**config.mk**
```make
export PLATFORM = sky130hd
export DESIGN_NAME = frame_interval_burst_tracker
export DESIGN_NICKNAME = d
export VERILOG_FILES = /design/src/rtl/core/fibt_pkg.sv /design/src/rtl/core/fibt_alu.sv /design/src/rtl/core/fibt_ring.sv /design/src/rtl/core/frame_interval_burst_tracker.sv
export SDC_FILE = /design/constraint.sdc
export NUM_CORES = 2
export LEC_CHECK = 0
export CORE_MARGIN = 2
export CORE_UTILIZATION = 50
export DETAILED_ROUTE_END_ITERATION = 16
export DONT_BUFFER_PORTS = 1
export RECOVER_POWER = 100
export SYNTH_ARGS = -nofsm -noshare
export SYNTH_HDL_FRONTEND = slang
export SYNTH_SLANG_ARGS = --single-unit
```
**constraint.sdc**
```tcl
create_clock -name clk -period 17.83 [get_ports clk]
set_input_delay 3.566 -clock clk [delete_from_list [all_inputs] [get_ports clk]]
set_output_delay 3.566 -clock clk [all_outputs]
set_load 0.005 [all_outputs]
```
**src/rtl/core/fibt_pkg.sv**
```systemverilog
// Shared types, codes and constants of the frame interval burst tracker.
package fibt_pkg;

    localparam int TIME_W      = 64;
    localparam int VAL_W       = 20;
    localparam int TOTAL_W     = 32;
    localparam int CFG_INDEX_W = 2;

    localparam logic [VAL_W-1:0] INTERVAL_CAP  = 20'd1000000;
    localparam logic [VAL_W-1:0] BURST_RESET   = 20'd4000;
    localparam logic [VAL_W-1:0] NOMINAL_RESET = 20'd16666;

    typedef enum logic [1:0] {
        OP_CHECK  = 2'd0,
        OP_RECORD = 2'd1,
        OP_RESET  = 2'd2,
        OP_UNUSED = 2'd3
    } op_t;

    typedef enum logic [CFG_INDEX_W-1:0] {
        CFG_BURST_THRESHOLD  = 2'd0,
        CFG_NOMINAL_INTERVAL = 2'd1,
        CFG_SPARE_2          = 2'd2,
        CFG_SPARE_3          = 2'd3
    } cfg_index_t;

    typedef struct packed {
        logic [1:0]        operation;
        logic [3:0]        display;
        logic [TIME_W-1:0] time_us;
        logic              priority_exempt;
    } in_word_t;

    typedef struct packed {
        logic               status;
        logic               burst;
        logic [TIME_W-1:0]  last_time_us;
        logic [VAL_W-1:0]   mean_interval_us;
        logic [TOTAL_W-1:0] burst_total;
    } out_word_t;

    typedef struct packed {
        logic [TIME_W-1:0] a;
        logic [TIME_W-1:0] b;
        logic              sub;
    } alu_req_t;

    typedef struct packed {
        logic [TIME_W-1:0] result;
        logic              borrow;
    } alu_rsp_t;

endpackage

```
**src/rtl/core/fibt_alu.sv**
```systemverilog
// Shared 64-bit add/subtract unit with borrow out.
module fibt_alu (
    input  fibt_pkg::alu_req_t req,
    output fibt_pkg::alu_rsp_t rsp
);
    import fibt_pkg::*;

    logic [TIME_W:0] total;

    assign total = {1'b0, req.a} + {1'b0, (req.sub ? ~req.b : req.b)} + {{TIME_W{1'b0}}, req.sub};
    assign rsp   = {total[TIME_W-1:0], req.sub & ~total[TIME_W]};
endmodule

```
**src/rtl/core/fibt_ring.sv**
```systemverilog
// Interval history memory: one write port, one registered read port.
module fibt_ring #(
    parameter int DEPTH  = 32,
    parameter int ADDR_W = 5
) (
    input  logic                       clk,
    input  logic                       wr_en,
    input  logic [ADDR_W-1:0]          wr_addr,
    input  logic [fibt_pkg::VAL_W-1:0] wr_data,
    input  logic                       rd_en,
    input  logic [ADDR_W-1:0]          rd_addr,
    output logic [fibt_pkg::VAL_W-1:0] rd_data
);
    import fibt_pkg::*;

    logic [VAL_W-1:0] mem [DEPTH];

    always_ff @(posedge clk)
    begin
        if (wr_en)
        begin
            mem[wr_addr] <= wr_data;
        end
    end

    always_ff @(posedge clk)
    begin
        if (rd_en)
        begin
            rd_data <= mem[rd_addr];
        end
    end
endmodule

```
**src/rtl/core/frame_interval_burst_tracker.sv**
```systemverilog
// Top level of the frame interval burst tracker: sequencer, display records and config.
//
// One word at a time. A check request passes the gap and compare states; a reset, an unused
// operation code, a word for an invalid display or a record that stores no interval passes
// only the gap state. A record that stores an interval passes the gap and compare states,
// a sum pass and a divide: the ring is read one entry per cycle through its single read port
// and summed on the shared 64-bit add/subtract unit, which then performs the restoring
// divide of 20 + clog2(HISTORY+1) steps by the fill count. The input is taken again as
// soon as the result is in the output register; the history memory needs no clearing pass.
module frame_interval_burst_tracker #(
    parameter int DISPLAYS = 4,
    parameter int HISTORY  = 8
) (
    input  logic                             clk,
    input  logic                             rst_n,
    input  logic                             in_valid,
    output logic                             in_ready,
    input  fibt_pkg::in_word_t               in_data,
    output logic                             out_valid,
    input  logic                             out_ready,
    output fibt_pkg::out_word_t              out_data,
    input  logic                             cfg_valid,
    output logic                             cfg_ready,
    input  logic [fibt_pkg::CFG_INDEX_W-1:0] cfg_index,
    input  logic [fibt_pkg::VAL_W-1:0]       cfg_data
);
    import fibt_pkg::*;

    localparam int DISP_W = (DISPLAYS > 1) ? $clog2(DISPLAYS) : 1;
    localparam int POS_W  = (HISTORY > 1) ? $clog2(HISTORY) : 1;
    localparam int FILL_W = $clog2(HISTORY + 1);
    localparam int SUM_W  = VAL_W + $clog2(HISTORY + 1);
    localparam int CNT_W  = $clog2(SUM_W);
    localparam int RING_D = DISPLAYS * HISTORY;
    localparam int RA_W   = (RING_D > 1) ? $clog2(RING_D) : 1;

    typedef enum logic [5:0] {
        S_IDLE = 6'b000001,
        S_GAP  = 6'b000010,
        S_CMP  = 6'b000100,
        S_SUM  = 6'b001000,
        S_DIV  = 6'b010000,
        S_DONE = 6'b100000
    } state_t;

    state_t state_reg, state_next;

    logic [TIME_W-1:0]  last_reg [DISPLAYS];
    logic [TIME_W-1:0]  last_next [DISPLAYS];
    logic [POS_W-1:0]   wpos_reg [DISPLAYS];
    logic [POS_W-1:0]   wpos_next [DISPLAYS];
    logic [FILL_W-1:0]  fill_reg [DISPLAYS];
    logic [FILL_W-1:0]  fill_next [DISPLAYS];
    logic [VAL_W-1:0]   avg_reg [DISPLAYS];
    logic [VAL_W-1:0]   avg_next [DISPLAYS];
    logic [TOTAL_W-1:0] bcnt_reg [DISPLAYS];
    logic [TOTAL_W-1:0] bcnt_next [DISPLAYS];

    in_word_t           req_reg, req_next;
    logic [TIME_W-1:0]  gap_reg, gap_next;
    logic               first_reg, first_next;
    logic               burst_reg, burst_next;
    logic [FILL_W-1:0]  idx_reg, idx_next;
    logic               pend_reg, pend_next;
    logic [SUM_W-1:0]   acc_reg, acc_next;
    logic [FILL_W-1:0]  rem_reg, rem_next;
    logic [SUM_W-1:0]   num_reg, num_next;
    logic [CNT_W-1:0]   cnt_reg, cnt_next;
    logic [VAL_W-1:0]   thr_reg, thr_next;
    logic [VAL_W-1:0]   nom_reg, nom_next;
    logic               out_valid_reg, out_valid_next;
    out_word_t          out_data_reg, out_data_next;

    alu_req_t           alu_req;
    alu_rsp_t           alu_rsp;

    logic               dvalid;
    logic [DISP_W-1:0]  d_sel;
    logic [FILL_W:0]    trial;
    logic [SUM_W-1:0]   quot;
    logic               issue;
    out_word_t          res_word;

    logic               ring_wr_en;
    logic [RA_W-1:0]    ring_wr_addr;
    logic [VAL_W-1:0]   ring_wr_data;
    logic               ring_rd_en;
    logic [RA_W-1:0]    ring_rd_addr;
    logic [VAL_W-1:0]   ring_rd_data;

    fibt_alu u_alu (
        .req (alu_req),
        .rsp (alu_rsp)
    );

    fibt_ring #(
        .DEPTH  (RING_D),
        .ADDR_W (RA_W)
    ) u_ring (
        .clk     (clk),
        .wr_en   (ring_wr_en),
        .wr_addr (ring_wr_addr),
        .wr_data (ring_wr_data),
        .rd_en   (ring_rd_en),
        .rd_addr (ring_rd_addr),
        .rd_data (ring_rd_data)
    );

    assign dvalid = ({1'b0, req_reg.display} < 5'(DISPLAYS));
    assign d_sel  = req_reg.display[DISP_W-1:0];
    assign trial  = {rem_reg, num_reg[SUM_W-1]};
    assign quot   = {num_reg[SUM_W-2:0], ~alu_rsp.borrow};
    assign issue  = (idx_reg < fill_reg[d_sel]);

    assign in_ready  = (state_reg == S_IDLE);
    assign cfg_ready = 1'b1;
    assign out_valid = out_valid_reg;
    assign out_data  = out_data_reg;

    always_comb
    begin
        if (dvalid)
        begin
            res_word.status           = 1'b0;
            res_word.burst            = burst_reg;
            res_word.last_time_us     = last_reg[d_sel];
            res_word.mean_interval_us = avg_reg[d_sel];
            res_word.burst_total      = bcnt_reg[d_sel];
        end
        else
        begin
            res_word.status           = 1'b1;
            res_word.burst            = 1'b0;
            res_word.last_time_us     = '0;
            res_word.mean_interval_us = nom_reg;
            res_word.burst_total      = '0;
        end
    end

    always_comb
    begin
        state_next     = state_reg;
        last_next      = last_reg;
        wpos_next      = wpos_reg;
        fill_next      = fill_reg;
        avg_next       = avg_reg;
        bcnt_next      = bcnt_reg;
        req_next       = req_reg;
        gap_next       = gap_reg;
        first_next     = first_reg;
        burst_next     = burst_reg;
        idx_next       = idx_reg;
        pend_next      = pend_reg;
        acc_next       = acc_reg;
        rem_next       = rem_reg;
        num_next       = num_reg;
        cnt_next       = cnt_reg;
        thr_next       = thr_reg;
        nom_next       = nom_reg;
        out_valid_next = out_valid_reg;
        out_data_next  = out_data_reg;

        alu_req.a   = req_reg.time_us;
        alu_req.b   = last_reg[d_sel];
        alu_req.sub = 1'b1;

        ring_wr_en   = 1'b0;
        ring_wr_addr = RA_W'(int'(d_sel) * HISTORY + int'(wpos_reg[d_sel]));
        ring_wr_data = alu_rsp.borrow ? gap_reg[VAL_W-1:0] : INTERVAL_CAP;
        ring_rd_en   = 1'b0;
        ring_rd_addr = RA_W'(int'(d_sel) * HISTORY + int'(idx_reg));

        if (cfg_valid)
        begin
            unique case (cfg_index_t'(cfg_index))
                CFG_BURST_THRESHOLD:  thr_next = cfg_data;
                CFG_NOMINAL_INTERVAL: nom_next = cfg_data;
                default:              ;
            endcase
        end

        if (out_valid_reg && out_ready)
        begin
            out_valid_next = 1'b0;
        end

        unique case (state_reg)
            S_IDLE:
            begin
                if (in_valid)
                begin
                    req_next   = in_data;
                    burst_next = 1'b0;
                    state_next = S_GAP;
                end
            end
            S_GAP:
            begin
                priority if (op_t'(req_reg.operation) == OP_RESET)
                begin
                    for (int i = 0; i < DISPLAYS; i++)
                    begin
                        last_next[i] = '0;
                        wpos_next[i] = '0;
                        fill_next[i] = '0;
                        avg_next[i]  = nom_reg;
                        bcnt_next[i] = '0;
                    end
                    state_next = S_DONE;
                end
                else if (!dvalid)
                begin
                    state_next = S_DONE;
                end
                else if (op_t'(req_reg.operation) == OP_CHECK)
                begin
                    gap_next   = alu_rsp.borrow ? '0 : alu_rsp.result;
                    first_next = (last_reg[d_sel] == '0);
                    state_next = S_CMP;
                end
                else if (op_t'(req_reg.operation) == OP_RECORD)
                begin
                    if ((last_reg[d_sel] != '0) && !alu_rsp.borrow && (alu_rsp.result != '0))
                    begin
                        gap_next   = alu_rsp.result;
                        state_next = S_CMP;
                    end
                    else
                    begin
                        last_next[d_sel] = req_reg.time_us;
                        state_next       = S_DONE;
                    end
                end
                else
                begin
                    state_next = S_DONE;
                end
            end
            S_CMP:
            begin
                alu_req.a = gap_reg;
                if (op_t'(req_reg.operation) == OP_CHECK)
                begin
                    alu_req.b = TIME_W'(thr_reg);
                    if (!first_reg && alu_rsp.borrow && !req_reg.priority_exempt)
                    begin
                        burst_next       = 1'b1;
                        bcnt_next[d_sel] = bcnt_reg[d_sel] + 1'b1;
                    end
                    state_next = S_DONE;
                end
                else
                begin
                    // clamp to one second on the way into the ring
                    alu_req.b  = TIME_W'(INTERVAL_CAP);
                    ring_wr_en = 1'b1;
                    wpos_next[d_sel] = (wpos_reg[d_sel] == POS_W'(HISTORY - 1)) ? '0
                                       : POS_W'(wpos_reg[d_sel] + 1'b1);
                    if (fill_reg[d_sel] != FILL_W'(HISTORY))
                    begin
                        fill_next[d_sel] = FILL_W'(fill_reg[d_sel] + 1'b1);
                    end
                    last_next[d_sel] = req_reg.time_us;
                    idx_next   = '0;
                    pend_next  = 1'b0;
                    acc_next   = '0;
                    state_next = S_SUM;
                end
            end
            S_SUM:
            begin
                alu_req.a   = TIME_W'(acc_reg);
                alu_req.b   = TIME_W'(ring_rd_data);
                alu_req.sub = 1'b0;
                ring_rd_en  = issue;
                if (pend_reg)
                begin
                    acc_next = alu_rsp.result[SUM_W-1:0];
                end
                pend_next = issue;
                if (issue)
                begin
                    idx_next = FILL_W'(idx_reg + 1'b1);
                end
                if (!issue && !pend_reg)
                begin
                    num_next   = acc_reg;
                    rem_next   = '0;
                    cnt_next   = '0;
                    state_next = S_DIV;
                end
            end
            S_DIV:
            begin
                alu_req.a = TIME_W'(trial);
                alu_req.b = TIME_W'(fill_reg[d_sel]);
                rem_next  = alu_rsp.borrow ? trial[FILL_W-1:0] : alu_rsp.result[FILL_W-1:0];
                num_next  = quot;
                cnt_next  = CNT_W'(cnt_reg + 1'b1);
                if (cnt_reg == CNT_W'(SUM_W - 1))
                begin
                    avg_next[d_sel] = quot[VAL_W-1:0];
                    state_next      = S_DONE;
                end
            end
            S_DONE:
            begin
                if (!out_valid_reg || out_ready)
                begin
                    out_data_next  = res_word;
                    out_valid_next = 1'b1;
                    state_next     = S_IDLE;
                end
            end
            default:
            begin
                state_next = S_IDLE;
            end
        endcase
    end

    always_ff @(posedge clk or negedge rst_n)
    begin
        if (!rst_n)
        begin
            state_reg     <= S_IDLE;
            first_reg     <= 1'b0;
            burst_reg     <= 1'b0;
            idx_reg       <= '0;
            pend_reg      <= 1'b0;
            cnt_reg       <= '0;
            thr_reg       <= BURST_RESET;
            nom_reg       <= NOMINAL_RESET;
            out_valid_reg <= 1'b0;
            for (int i = 0; i < DISPLAYS; i++)
            begin
                last_reg[i] <= '0;
                wpos_reg[i] <= '0;
                fill_reg[i] <= '0;
                avg_reg[i]  <= NOMINAL_RESET;
                bcnt_reg[i] <= '0;
            end
        end
        else
        begin
            state_reg     <= state_next;
            first_reg     <= first_next;
            burst_reg     <= burst_next;
            idx_reg       <= idx_next;
            pend_reg      <= pend_next;
            cnt_reg       <= cnt_next;
            thr_reg       <= thr_next;
            nom_reg       <= nom_next;
            out_valid_reg <= out_valid_next;
            last_reg      <= last_next;
            wpos_reg      <= wpos_next;
            fill_reg      <= fill_next;
            avg_reg       <= avg_next;
            bcnt_reg      <= bcnt_next;
        end
    end

    always_ff @(posedge clk)
    begin
        req_reg      <= req_next;
        gap_reg      <= gap_next;
        acc_reg      <= acc_next;
        rem_reg      <= rem_next;
        num_reg      <= num_next;
        out_data_reg <= out_data_next;
    end
endmodule

```
==> metrics.log <==
[metrics] mux share of post-synthesis cell area: 11.37%
[metrics] largest buffer count on any clock path: 3
[metrics] clock transition at the registers of the reported paths: 0.06 ns
[metrics] number of buffers inserted to repair setup after CTS: 0
[metrics] number of buffers created by CTS: 161
[metrics] H-tree lvl count: 4
[metrics] post-synth net total: 5290
[metrics] met3 track utilization from global routing: 4.842%
[metrics] number of antenna violations at the first check in global routing: 4
[metrics] worst setup path start: d_sel[1]
[metrics] startpoint of the lowest-slack register-to-register path: d_sel[1]
[metrics] GRT Resource Usage Total: 28.15%
[metrics] die width: 373.2 um
[metrics] number of setup violations in the final report: 0
[metrics] number of vias in the routed layout: 44557
[metrics] Post-synth EDFFs: 965
[metrics] First DRT Iteration DRCs: 4858
[metrics] maximum number of pins on one net before global-route repair: 552
[metrics] Finished Layout Cells: 6935
[metrics] average routed wire per standard cell: 28.54 um
[metrics] number of nets with antenna violations after detailed routing: 0
[metrics] status: finished, violations left
[metrics] timing-limited maximum frequency: 72.80 MHz
[metrics] number of standard cells after synthesis: 5111
[metrics] number of hold violations in the final report: 0
[metrics] Skew-Pair Late Insertion Delay: 0.80 ns
[metrics] vias in the first global route: 43788
[metrics] clock tree from TritonCTS: yes
[metrics] setup repair after global routing missed its margin: no
[metrics] worst slack on hold paths: 0.4793 ns
[metrics] gpl congestion: 0.9680
[metrics] Largest register FFs: 640
[metrics] final setup skew: 0.04641 ns
[metrics] Max Fanout on Critical Path: 95
[metrics] worst path arrival time: 14.43 ns
[metrics] total placed cells including tap cells: 6634
[metrics] share of synthesized cell area in full adder, half adder and majority cells: 1.498%
[metrics] post-synthesis area per instance: 13.33 um^2
[metrics] fin crit share: 77.04%
[metrics] final sum of negative setup slack: 0 ns
[metrics] final wirelength: 197900 um
[metrics] kind of end point of the critical path: flop
[metrics] dominant combinational cell family by area after synthesis: compound AO/OA/AOI/OAI gates
[metrics] global-route track usage on met2: 43.98%
[metrics] Setup WS post-layout: 4.093 ns
[metrics] Worst Min Path Start: fill_reg[0]
[metrics] Post-CTS Resized: 0
[metrics] Post-synth ARST share: 36.35%
[metrics] setup slack at placement: 7.788 ns
[metrics] count of hold-fix buffers inserted at cts: 0
[metrics] # rows: 135
[metrics] worst setup path category: reg -> reg
[metrics] Finished Cell Area: 75120 um^2
[metrics] relative slew slack: -342.6%
[metrics] Port-buffer cells: 0
[metrics] global-route wire length before repair: 294600 um
[metrics] grt met1 use: 40.60%
[metrics] power density cells: 155.3 nW/um^2
[metrics] number of distinct library cells after synthesis: 84
[metrics] count of max-cap constraint violations: 51
[metrics] type of element launching the critical path: flop
[metrics] Die Footprint: 139300 um^2
[metrics] busiest layer in global routing: met2
[metrics] area growth from synthesis to layout: 10.24%
[metrics] data required time of the worst path: 18.53 ns
[metrics] initial standard-cell utilization of the core: 50.37%
[metrics] violations in the final reports: max-capacitance violations, max-slew violations
[metrics] Seq/Total Area, Yosys: 62.82%
[metrics] max-slew violation count: 1662
[metrics] detailed-router iteration count before antenna repair: 9
[metrics] Floorplan Core Area: 135300 um^2
[metrics] HPWL Detailed: 123600 um
[metrics] measured slew at the worst slew-check pin: 6.639 ns
[metrics] xor and xnor area share after synthesis: 1.003%
[metrics] number of flip-flops and latches in the synthesized netlist: 1516
[metrics] VDD IR-drop max: 0.0001018 V
[metrics] height of the die: 373.2 um
[metrics] crit path time final: 13.74 ns
[metrics] clk sinks: 1516
[metrics] worst hold path type: reg -> reg
[metrics] compound-cell area share of the yosys netlist: 12.23%
[metrics] final-stage net count: 5195
[metrics] Yosys warning count: 0
[metrics] dominant register cell in the synthesized netlist: sky130_fd_sc_hd__edfxtp_1
[metrics] CTS root buf: sky130_fd_sc_hd__clkbuf_16
[metrics] simple logic cell fraction of the synthesized area: 8.417%
[metrics] total I/O pin count: 219
[metrics] number of vias per cell after detailed routing: 6.425
[metrics] netlist area before placement: 68140 um^2
[metrics] remaining global-route overflow: 0
[metrics] DRC viols: 0
[metrics] share of final-layout standard cells stronger than drive strength 1: 12.81%
[metrics] area after detailed placement: 70150 um^2
[metrics] Static Leak: 0.02659 uW
metal layers:
metal  part of all wire, %  wire, um
met5                0.0066        13
met4                   2.9      5723
met3                   7.2     14300
met2                    47     92770
met1                    43     85090
critical path, stage by stage, from the launching register on:
cell and delay [ns]:
sky130_fd_sc_hd__edfxtp_1 0.32, sky130_fd_sc_hd__clkbuf_1 4.59, sky130_fd_sc_hd__mux4_2 1.22, sky130_fd_sc_hd__and3_1 0.30, sky130_fd_sc_hd__a221o_1 0.20, sky130_fd_sc_hd__a21oi_1 0.17
sky130_fd_sc_hd__fa_1 0.51, sky130_fd_sc_hd__a211oi_1 0.40, sky130_fd_sc_hd__o211ai_1 0.15, sky130_fd_sc_hd__a21oi_1 0.92, sky130_fd_sc_hd__nor3_1 0.21, sky130_fd_sc_hd__o21bai_1 0.23
sky130_fd_sc_hd__nand3_1 0.13, sky130_fd_sc_hd__a2111oi_0 0.78, sky130_fd_sc_hd__nand4_1 0.14, sky130_fd_sc_hd__or3_1 0.47, sky130_fd_sc_hd__nor4_4 0.91, sky130_fd_sc_hd__or2_4 0.57
sky130_fd_sc_hd__buf_4 0.87, sky130_fd_sc_hd__a32o_1 0.30
kinds of logic after synthesis:
family,count (synthesis)
AO/OA/AOI/OAI,1205
XOR/XNOR,78
adder cells (fa/ha/maj),81
buffers and inverters,473
flip-flops,1516
multiplexers,510
other,1
AND/OR/NAND/NOR,1247
Yosys cell counts (19+ instances only):
| cell type | instances | area (um^2) |
|---|---|---|
| sky130_fd_sc_hd__buf_1 | 44 | 165.2 |
| sky130_fd_sc_hd__o22ai_1 | 99 | 619.3 |
| sky130_fd_sc_hd__xor2_1 | 43 | 376.6 |
| sky130_fd_sc_hd__nand3_1 | 71 | 355.3 |
| sky130_fd_sc_hd__dfstp_2 | 32 | 840.8 |
| sky130_fd_sc_hd__and2_1 | 140 | 875.8 |
| sky130_fd_sc_hd__nand4_1 | 43 | 269.0 |
| sky130_fd_sc_hd__mux2i_1 | 222 | 2222 |
| sky130_fd_sc_hd__mux4_2 | 203 | 4572 |
| sky130_fd_sc_hd__a222oi_1 | 19 | 190.2 |
| sky130_fd_sc_hd__buf_2 | 23 | 115.1 |
| sky130_fd_sc_hd__o2bb2ai_1 | 128 | 1121 |
| sky130_fd_sc_hd__o221ai_1 | 65 | 569.3 |
| sky130_fd_sc_hd__a22o_1 | 49 | 429.2 |
| sky130_fd_sc_hd__a21oi_1 | 320 | 1602 |
| sky130_fd_sc_hd__nand2_1 | 509 | 1911 |
| sky130_fd_sc_hd__nor3_1 | 54 | 270.3 |
| sky130_fd_sc_hd__edfxtp_1 | 965 | 28980 |
| sky130_fd_sc_hd__a32o_1 | 128 | 1281 |
| sky130_fd_sc_hd__dfrtp_1 | 519 | 12990 |
| sky130_fd_sc_hd__xnor2_1 | 35 | 306.5 |
| sky130_fd_sc_hd__ha_1 | 80 | 1001 |
| sky130_fd_sc_hd__clkbuf_1 | 286 | 1074 |
| sky130_fd_sc_hd__nor2_1 | 294 | 1104 |
| sky130_fd_sc_hd__nand2b_1 | 24 | 150.1 |
| sky130_fd_sc_hd__o21ai_0 | 211 | 1056 |
| sky130_fd_sc_hd__inv_1 | 118 | 442.9 |
| sky130_fd_sc_hd__nor4_1 | 28 | 175.2 |
| sky130_fd_sc_hd__mux2_2 | 85 | 957.2 |
power breakdown:
| group | internal (uW) | switching, uW |
|---|---|---|
| Sequential | 4520 | 312 |
| Clock | 1950 | 1390 |
| Combinational | 1220 | 2270 |
final cells by class:
class | instances | area [um^2]
timing repair buffer | 96 | 596.8
clock buffer | 226 | 4657
tap | 1781 | 2228
clock inverter | 72 | 646.9
fill | 11069 | 60180
sequential | 1516 | 42810
antenna | 3 | 7.507
inverter | 119 | 446.7
multi-input combinational | 3122 | 23730
metrics by stage:
step / utilization [%] / power (uW)
global placement: 51.85 / 8277
CTS: 55.77 / 11660
floorplan: - / 7062
detailed placement: 51.85 / 8301
finish: 55.52 / 11670
global route: 55.52 / 12190
final timing paths:
path	end	slack (ns)	cells after the start
min	fill_reg[0]	0.48	2
max in group asynchronous	idx_reg[1]	14.00	0
min in group asynchronous	bcnt_reg[115]	2.49	0
max reg2reg	last_reg[235]	4.09	19
max	last_reg[235]	4.09	19
min reg2reg	fill_reg[0]	0.48	2
placed cells by master, fill, tap and decap left out, types with 26 or more instances in the layout:
cell,instances
sky130_fd_sc_hd__nand3_1,71
sky130_fd_sc_hd__edfxtp_1,965
sky130_fd_sc_hd__buf_4,50
sky130_fd_sc_hd__ha_1,79
sky130_fd_sc_hd__inv_1,118
sky130_fd_sc_hd__nand4_1,43
sky130_fd_sc_hd__clkinv_1,26
sky130_fd_sc_hd__o221ai_1,65
sky130_fd_sc_hd__nor2_1,282
sky130_fd_sc_hd__nor3_1,53
sky130_fd_sc_hd__clkbuf_16,172
sky130_fd_sc_hd__o2bb2ai_1,128
sky130_fd_sc_hd__o21ai_0,213
sky130_fd_sc_hd__a22o_1,49
sky130_fd_sc_hd__a21oi_1,315
sky130_fd_sc_hd__a32o_1,128
sky130_fd_sc_hd__and2_1,53
sky130_fd_sc_hd__mux4_2,203
sky130_fd_sc_hd__xnor2_1,34
sky130_fd_sc_hd__dfrtp_1,516
sky130_fd_sc_hd__xor2_1,43
sky130_fd_sc_hd__nand2_1,507
sky130_fd_sc_hd__dfstp_2,32
sky130_fd_sc_hd__and2_0,84
sky130_fd_sc_hd__nor4_1,27
sky130_fd_sc_hd__clkbuf_1,82
sky130_fd_sc_hd__mux2_2,85
sky130_fd_sc_hd__mux2i_1,222
sky130_fd_sc_hd__o22ai_1,99
sky130_fd_sc_hd__clkinv_2,28
No activity file was read; power rests on OpenSTA's default activity.
